--- src/sv/dwnd_pkg.sv ---
// Shared types, constants and character helpers for the DNS name converter.
// No dependencies; imported by dwnd_core, dwnd_skid and the top level.
package dwnd_pkg;

    localparam int BYTE_W = 8;

    localparam logic [BYTE_W-1:0] MAX_LEN_RESET   = 8'd253;
    localparam logic [BYTE_W-1:0] CASE_OFFSET     = 8'h20;
    localparam logic [BYTE_W-1:0] CHAR_DOT        = 8'h2E;
    localparam logic [BYTE_W-1:0] CHAR_HYPHEN     = 8'h2D;
    localparam logic [BYTE_W-1:0] CHAR_UNDERSCORE = 8'h5F;
    localparam logic [BYTE_W-1:0] CHAR_UPPER_A    = 8'h41;
    localparam logic [BYTE_W-1:0] CHAR_UPPER_Z    = 8'h5A;
    localparam logic [BYTE_W-1:0] CHAR_LOWER_A    = 8'h61;
    localparam logic [BYTE_W-1:0] CHAR_LOWER_Z    = 8'h7A;
    localparam logic [BYTE_W-1:0] CHAR_DIGIT_0    = 8'h30;
    localparam logic [BYTE_W-1:0] CHAR_DIGIT_9    = 8'h39;

    // One result item
    typedef struct packed {
        logic [BYTE_W-1:0] text_char;
        logic              char_valid;
        logic              last;
        logic [BYTE_W-1:0] text_length;
    } t_result;

    // Fold upper-case letters to lower case
    function automatic logic [BYTE_W-1:0] to_lower(input logic [BYTE_W-1:0] b);
        logic [BYTE_W-1:0] r;
        r = b;
        if (b inside {[CHAR_UPPER_A:CHAR_UPPER_Z]}) begin
            r = b + CASE_OFFSET;
        end
        return r;
    endfunction

    // Letter, digit, hyphen or underscore (after folding)
    function automatic logic is_name_char(input logic [BYTE_W-1:0] b);
        return (b inside {[CHAR_LOWER_A:CHAR_LOWER_Z], [CHAR_DIGIT_0:CHAR_DIGIT_9],
                          CHAR_HYPHEN, CHAR_UNDERSCORE});
    endfunction

endpackage

--- src/sv/dwnd_core.sv ---
// Per-byte parser: holds the name state and the length limit, turns one
// registered wire byte into zero or one result item. Depends on dwnd_pkg.
module dwnd_core (
    input  logic                  i_clk,
    input  logic                  i_rst_n,
    input  logic                  i_cfg_wr_en,
    input  logic [7:0]            i_cfg_wr_data,
    input  logic                  i_step,
    input  logic [7:0]            i_byte,
    input  logic                  i_start,
    output logic                  o_res_valid,
    output dwnd_pkg::t_result     o_res
);
    import dwnd_pkg::*;

    logic [BYTE_W-1:0] r_max_len;
    logic [BYTE_W-1:0] r_label_left, n_label_left;
    logic [BYTE_W-1:0] r_out_count,  n_out_count;
    logic              r_seen_label, n_seen_label;
    logic              r_finished,   n_finished;

    logic [BYTE_W-1:0] cur_left;
    logic [BYTE_W-1:0] cur_count;
    logic [BYTE_W-1:0] inc_count;
    logic [BYTE_W-1:0] low_byte;
    logic              cur_seen;
    logic              cur_fin;

    // Start clears the parse state before the byte is handled
    always_comb begin
        cur_left  = i_start ? '0 : r_label_left;
        cur_count = i_start ? '0 : r_out_count;
        cur_seen  = i_start ? 1'b0 : r_seen_label;
        cur_fin   = i_start ? 1'b0 : r_finished;
        inc_count = cur_count + 8'd1;
        low_byte  = to_lower(i_byte);
    end

    // Decide the result and the next state for this byte
    always_comb begin
        n_label_left      = cur_left;
        n_out_count       = cur_count;
        n_seen_label      = cur_seen;
        n_finished        = cur_fin;
        o_res_valid       = 1'b0;
        o_res.text_char   = '0;
        o_res.char_valid  = 1'b0;
        o_res.last        = 1'b1;
        o_res.text_length = cur_count;
        if (i_start && (r_max_len == '0)) begin
            // zero limit: end marker right away
            o_res_valid = 1'b1;
            n_finished  = 1'b1;
        end else if (cur_fin) begin
            // ended or idle: drop the byte
        end else if (cur_left != '0) begin
            n_label_left = cur_left - 8'd1;
            if (is_name_char(low_byte)) begin
                o_res_valid       = 1'b1;
                o_res.text_char   = low_byte;
                o_res.char_valid  = 1'b1;
                o_res.last        = (inc_count >= r_max_len);
                o_res.text_length = inc_count;
                n_out_count       = inc_count;
                n_finished        = (inc_count >= r_max_len);
            end
        end else if (i_byte == '0) begin
            // root label ends the name
            o_res_valid = 1'b1;
            n_finished  = 1'b1;
        end else begin
            n_label_left = i_byte;
            n_seen_label = 1'b1;
            if (cur_seen) begin
                o_res_valid       = 1'b1;
                o_res.text_char   = CHAR_DOT;
                o_res.char_valid  = 1'b1;
                o_res.last        = (inc_count >= r_max_len);
                o_res.text_length = inc_count;
                n_out_count       = inc_count;
                n_finished        = (inc_count >= r_max_len);
            end
        end
    end

    // Hold parse state; advance it only on a processed byte; the limit loads on a cfg write
    always_ff @(posedge i_clk) begin
        if (!i_rst_n) begin
            r_max_len    <= MAX_LEN_RESET;
            r_label_left <= '0;
            r_out_count  <= '0;
            r_seen_label <= 1'b0;
            r_finished   <= 1'b1;
        end else begin
            if (i_cfg_wr_en) begin
                r_max_len <= i_cfg_wr_data;
            end
            if (i_step) begin
                r_label_left <= n_label_left;
                r_out_count  <= n_out_count;
                r_seen_label <= n_seen_label;
                r_finished   <= n_finished;
            end
        end
    end

endmodule

--- src/sv/dwnd_skid.sv ---
// Two-entry result buffer: registered output plus one skid entry, so the
// push side sees a registered ready. Depends on dwnd_pkg.
module dwnd_skid (
    input  logic              i_clk,
    input  logic              i_rst_n,
    input  logic              i_push_valid,
    input  dwnd_pkg::t_result i_push_res,
    output logic              o_push_ready,
    output logic              o_valid,
    output dwnd_pkg::t_result o_res,
    input  logic              i_pop_ready
);
    import dwnd_pkg::*;

    logic    r_main_valid;
    logic    r_skid_valid;
    t_result r_main;
    t_result r_skid;
    logic    pop;

    assign pop          = r_main_valid && i_pop_ready;
    assign o_push_ready = !r_skid_valid;
    assign o_valid      = r_main_valid;
    assign o_res        = r_main;

    // Track occupancy
    always_ff @(posedge i_clk) begin
        if (!i_rst_n) begin
            r_main_valid <= 1'b0;
            r_skid_valid <= 1'b0;
        end else if (pop) begin
            if (r_skid_valid) begin
                r_skid_valid <= 1'b0;
            end else begin
                r_main_valid <= i_push_valid;
            end
        end else if (i_push_valid && !r_skid_valid) begin
            if (r_main_valid) begin
                r_skid_valid <= 1'b1;
            end else begin
                r_main_valid <= 1'b1;
            end
        end
    end

    // Move payload
    always_ff @(posedge i_clk) begin
        if (pop) begin
            if (r_skid_valid) begin
                r_main <= r_skid;
            end else begin
                r_main <= i_push_res;
            end
        end else if (i_push_valid && !r_skid_valid) begin
            if (r_main_valid) begin
                r_skid <= i_push_res;
            end else begin
                r_main <= i_push_res;
            end
        end
    end

endmodule

--- src/sv/dns_wire_name_to_dotted.sv ---
// Top level of the DNS wire-name to dotted-text converter.
// Depends on dwnd_pkg, dwnd_core and dwnd_skid.
//
//  Channel  | Direction | Payload
//  ---------+-----------+---------------------------------------------------
//  s stream | in        | tdata = wire_byte, tuser = name_start
//  m stream | out       | tdata = text_char, text_length; tuser = char_valid;
//           |           | tlast = last
//  cfg      | in        | wr_data = max_len, taken when wr_en is high
//
// One byte per cycle sustained while the m side does not stall. An accepted byte
// is registered in the input register, parsed there in one pass, and its result
// is registered in the output register, or in the skid entry if the output is
// still held. A stall on the m side fills the skid entry with the result in
// flight; the registered ready then holds the s side until the stall clears. Reset is
// synchronous, active low, and leaves the block idle until a byte with name_start.
module dns_wire_name_to_dotted (
    input  logic        i_clk,
    input  logic        i_rst_n,
    input  logic        i_cfg_wr_en,
    input  logic [7:0]  i_cfg_wr_data,   // max_len
    input  logic        i_s_tvalid,
    output logic        o_s_tready,
    input  logic [7:0]  i_s_tdata,       // [7:0] wire_byte
    input  logic        i_s_tuser,       // [0] name_start
    output logic        o_m_tvalid,
    input  logic        i_m_tready,
    output logic [15:0] o_m_tdata,       // [7:0] text_char, [15:8] text_length
    output logic        o_m_tuser,       // [0] char_valid
    output logic        o_m_tlast        // last
);
    import dwnd_pkg::*;

    logic              r_in_valid;
    logic [BYTE_W-1:0] r_in_byte;
    logic              r_in_start;
    logic              out_ready;
    logic              step;
    logic              res_valid;
    t_result           res;
    t_result           m_res;

    assign step       = r_in_valid && out_ready;
    assign o_s_tready = !r_in_valid || out_ready;

    // Input register: load on accept, drop when parsed
    always_ff @(posedge i_clk) begin
        if (!i_rst_n) begin
            r_in_valid <= 1'b0;
        end else if (o_s_tready) begin
            r_in_valid <= i_s_tvalid;
        end
    end

    always_ff @(posedge i_clk) begin
        if (i_s_tvalid && o_s_tready) begin
            r_in_byte  <= i_s_tdata;
            r_in_start <= i_s_tuser;
        end
    end

    dwnd_core u_core (
        .i_clk         (i_clk),
        .i_rst_n       (i_rst_n),
        .i_cfg_wr_en   (i_cfg_wr_en),
        .i_cfg_wr_data (i_cfg_wr_data),
        .i_step        (step),
        .i_byte        (r_in_byte),
        .i_start       (r_in_start),
        .o_res_valid   (res_valid),
        .o_res         (res)
    );

    dwnd_skid u_skid (
        .i_clk        (i_clk),
        .i_rst_n      (i_rst_n),
        .i_push_valid (step && res_valid),
        .i_push_res   (res),
        .o_push_ready (out_ready),
        .o_valid      (o_m_tvalid),
        .o_res        (m_res),
        .i_pop_ready  (i_m_tready)
    );

    assign o_m_tdata = {m_res.text_length, m_res.text_char};
    assign o_m_tuser = m_res.char_valid;
    assign o_m_tlast = m_res.last;

endmodule

--- config.mk ---
export PLATFORM = sky130hd
export DESIGN_NAME = dns_wire_name_to_dotted
export DESIGN_NICKNAME = d
export VERILOG_FILES = /design/src/sv/dwnd_pkg.sv /design/src/sv/dwnd_core.sv /design/src/sv/dwnd_skid.sv /design/src/sv/dns_wire_name_to_dotted.sv
export SDC_FILE = /design/constraint.sdc
export NUM_CORES = 1
export LEC_CHECK = 0
export ABC_CLOCK_PERIOD_IN_PS = 5300
export BUFFER_PORTS_ARGS = -buffer_cell sky130_fd_sc_hd__buf_4
export CAP_MARGIN = 40
export CORE_UTILIZATION = 59
export DETAILED_ROUTE_END_ITERATION = 7
export HOLD_SLACK_MARGIN = 0.05
export PLACE_DENSITY = 0.9
export SLEW_MARGIN = 40
export SYNTH_ARGS = -nofsm -noshare
export SYNTH_HDL_FRONTEND = slang
export SYNTH_HIERARCHICAL = 1
export SYNTH_SLANG_ARGS = --single-unit
--- constraint.sdc ---
create_clock -name i_clk -period 5.3 [get_ports i_clk]
set_clock_uncertainty 0.1 [all_clocks]
set_input_delay 0.265 -clock i_clk [delete_from_list [all_inputs] [get_ports i_clk]]
set_output_delay 0.265 -clock i_clk [all_outputs]
set_load 0.005 [all_outputs]
==> reports/qor.csv <==
metric;value;unit
slew_violations;0;
reg2reg_depth;11;
yosys.area.top_type;edfxtp_1;
ir_drop;174.2;uV
syn_inst;410;
fin_setup_tns;0;ps
endpoint_kind;flip-flop;
synth_flop_cell;edfxtp_1;
vias_per_cell;6.415;
num_io_pins;42;
antenna_found_initial;0;
worst_slew_pin_slew;661.0;ps
startpoint_type;flip-flop;
clk_pin_slew_worst_paths;80;ps
gp_congestion;0.9131;
whs_path_depth;3;
grt_pass1_vias;3255;
synth_edf_count;45;
reg2reg_from;r_in_byte[4]$_DFFE_PP_;
synth_cell_type_count;72;
insertion_delay;350;ps
clockBufferDepth;2;
cts_resized;0;
cts_tree;yes;
wl;9.574;mm
synth_nets;443;
postCtsSetupBuffers;0;
path_max_fanout;18;
syn_to_final_growth;17.14;%
htree_num_levels;3;
drc;6;
grt_first_pass_wirelength;15.54;mm
layout_setup_ws;1571;ps
grt_max_degree;26;
vias;3509;
drive_gt1_frac;0.2043;
dp_hpwl;6.739;mm
syn_area;0.004059;mm2
rsz0062_at_grt;false;
fmax;0.2681;GHz
core;0.006495;mm2
period_minus_slack;3729;ps
async_flop_share;0;
yosysSeqAreaShare;0.4760;
ys_top_cells_by_area;edfxtp_1 (33%), dfxtp_1 (14%), nor2_1 (4.2%);
setup.worst_path.start;r_in_byte[4]$_DFFE_PP_;
clockRootBuffer;clkbuf_8;
grt-ovfl-total;0;
initial_core_util;0.6249;
slew-limit-headroom;0.5577;
r2r-end;u_skid/r_skid[10]$_DFFE_PP_;
io_buffers;41;
grt_use_total;0.2764;
synth_common_cells;edfxtp_1 (45), nor2_1 (45), nand2_1 (41);
hold_viol;0;
crit_end;u_skid/r_skid[10]$_DFFE_PP_;
core.rowCount;29;
r2r_slack;1570;ps
synth_top_cell_area_share;0.3329;
ant_nets;0;
synth_warnings;6;
fillers;460;
hp-class;input port to flip-flop;
power.density;249.1;mW/mm2
total_leakage_power;1.901;nW
cts-buffers-inserted;9;
dieArea;0.007215;mm2
ys_ff_latch;74;
status;finished, violations left;
die_y;84.94;um
nets;498;
cts_num_sinks;74;
arrival;3680;ps
worst-setup-path-type;flip-flop to flip-flop;
diodes;0;
drt_iter0_drc;393;
cp_data_required_time;5250;ps
setup-violations-final;0;
die_w;84.94;um
syn_area_per_cell;9.900;um2
wl_per_cell;17.50;um
drt_pre_antenna_iters;8;
post-route-period-util;0.7037;
violations;DRC;
cap_violations;0;
pre_cts_ws;1620;ps
placed cells by master, fill, tap and decap left out, drive strengths merged, types with 3 or more instances in the layout:
cell	synthesis	final
nor4	6	6
nand2	41	41
o211ai	11	11
o22ai	4	4
a31oi	4	4
nor2b	6	6
a22oi	6	6
a21oi	22	22
nand3	12	12
nor3b	3	3
clkbuf	14	10
nand4	3	3
nand2b	3	3
dfxtp	29	29
ha	11	11
buf	6	47
or3	5	5
a21boi	3	3
o21ai	27	27
or4	4	4
clkinv	2	7
mux2i	3	3
nor2	45	45
dlygate4sd3	0	16
mux2	18	18
nor3	10	10
and2	3	3
o21a	7	7
and3	6	6
edfxtp	45	45
inv	14	15
final cells by class:
cell class                 count  area (um2)  share of cell area
clock buffer                   9       123.9             0.02605
tap                           77       96.34             0.02026
timing repair buffer          64       515.5              0.1084
inverter                      16       60.06             0.01263
clock inverter                 7       45.04            0.009474
multi-input combinational    300        1982              0.4168
sequential                    74        1932              0.4063
stage by stage:
step | hold WS (ps) | cell area [um2] | util | power (mW) | instances
2_1_floorplan | 263.9 | 4059 | - | 0.7493 | 410
3_3_place_gp | 343.2 | 4415 | 0.6798 | 0.7893 | 513
5_1_grt | 61.05 | 4755 | 0.7320 | 1.222 | 547
4_1_cts | 58.51 | 4745 | 0.7305 | 1.179 | 545
3_5_place_dp | 344.5 | 4415 | 0.6798 | 0.7938 | 513
6_report | 60.73 | 4755 | 0.7320 | 1.184 | 547
cells by family after synthesis:
kind of cell	count (synthesis)	synth area share
AOI/OAI and AO/OA	114	0.1967
xor gates and xnor gates	4	0.008633
adders and majority gates	11	0.03391
buffers and inverters	36	0.03699
DFF	74	0.4760
muxes	21	0.06658
other	1	0.0009239
and+or+nand+nor	149	0.1803
critical path: stages (launching register included):
cell and delay (ps):
edfxtp_1 510, or4_4 610, o221ai_4 200, nor4_1 90, or4_1 680, nor2_1 240, o21ai_0 150, nand2_1 100
and3_2 200, nand2_1 100, nor3b_2 170, buf_4 270
worst min-delay path by stage:
stage / start / to / slack [ps]
final: i_cfg_wr_data[1] / u_core/r_max_len[1]$_SDFFE_PN0P_ / 60
after CTS: i_cfg_wr_data[1] / u_core/r_max_len[1]$_SDFFE_PN0P_ / 60
after global routing: i_s_tvalid / r_in_valid$_SDFFE_PN0P_ / 60
after global placement: i_s_tdata[5] / r_in_byte[5]$_DFFE_PP_ / 340
after detailed placement: i_s_tuser / r_in_start$_DFFE_PP_ / 340
after floorplan: i_s_tdata[0] / r_in_byte[0]$_DFFE_PP_ / 260
registers in the layout, indices dropped and copies added (netlist names):
name                 count
u_skid/o_res            18
r_in_start               1
u_core/r_seen_label      1
u_core/r_label_left      8
u_core/r_out_count       8
r_in_valid               1
u_skid/r_skid_valid      1
r_in_byte                8
u_core/r_max_len         8
u_core/r_finished        1
u_skid/r_skid           18
u_skid/o_valid           1
report_power, final:
| part | internal [mW] | switching [mW] |
|---|---|---|
| Clock | 0.169 | 0.219 |
| Sequential | 0.622 | 0.0179 |
| Combinational | 0.0671 | 0.0892 |
| Total | 0.858 | 0.326 |
repair_timing:
item	CTS	global route
hold buffers	16	0
setup endpoints to repair	0	0
hold endpoints to repair	16	0
metal layers:
metal  share of wire  vias to the layer above  global-route usage
met3           0.067                       36             0.05350
met1            0.43                     1651              0.3687
met4           0.027                        0              0.1233
li1                -                     1642                   -
met2            0.47                      180              0.4399
met5               0                        -                   0
Power figures use the tool's default switching activity.
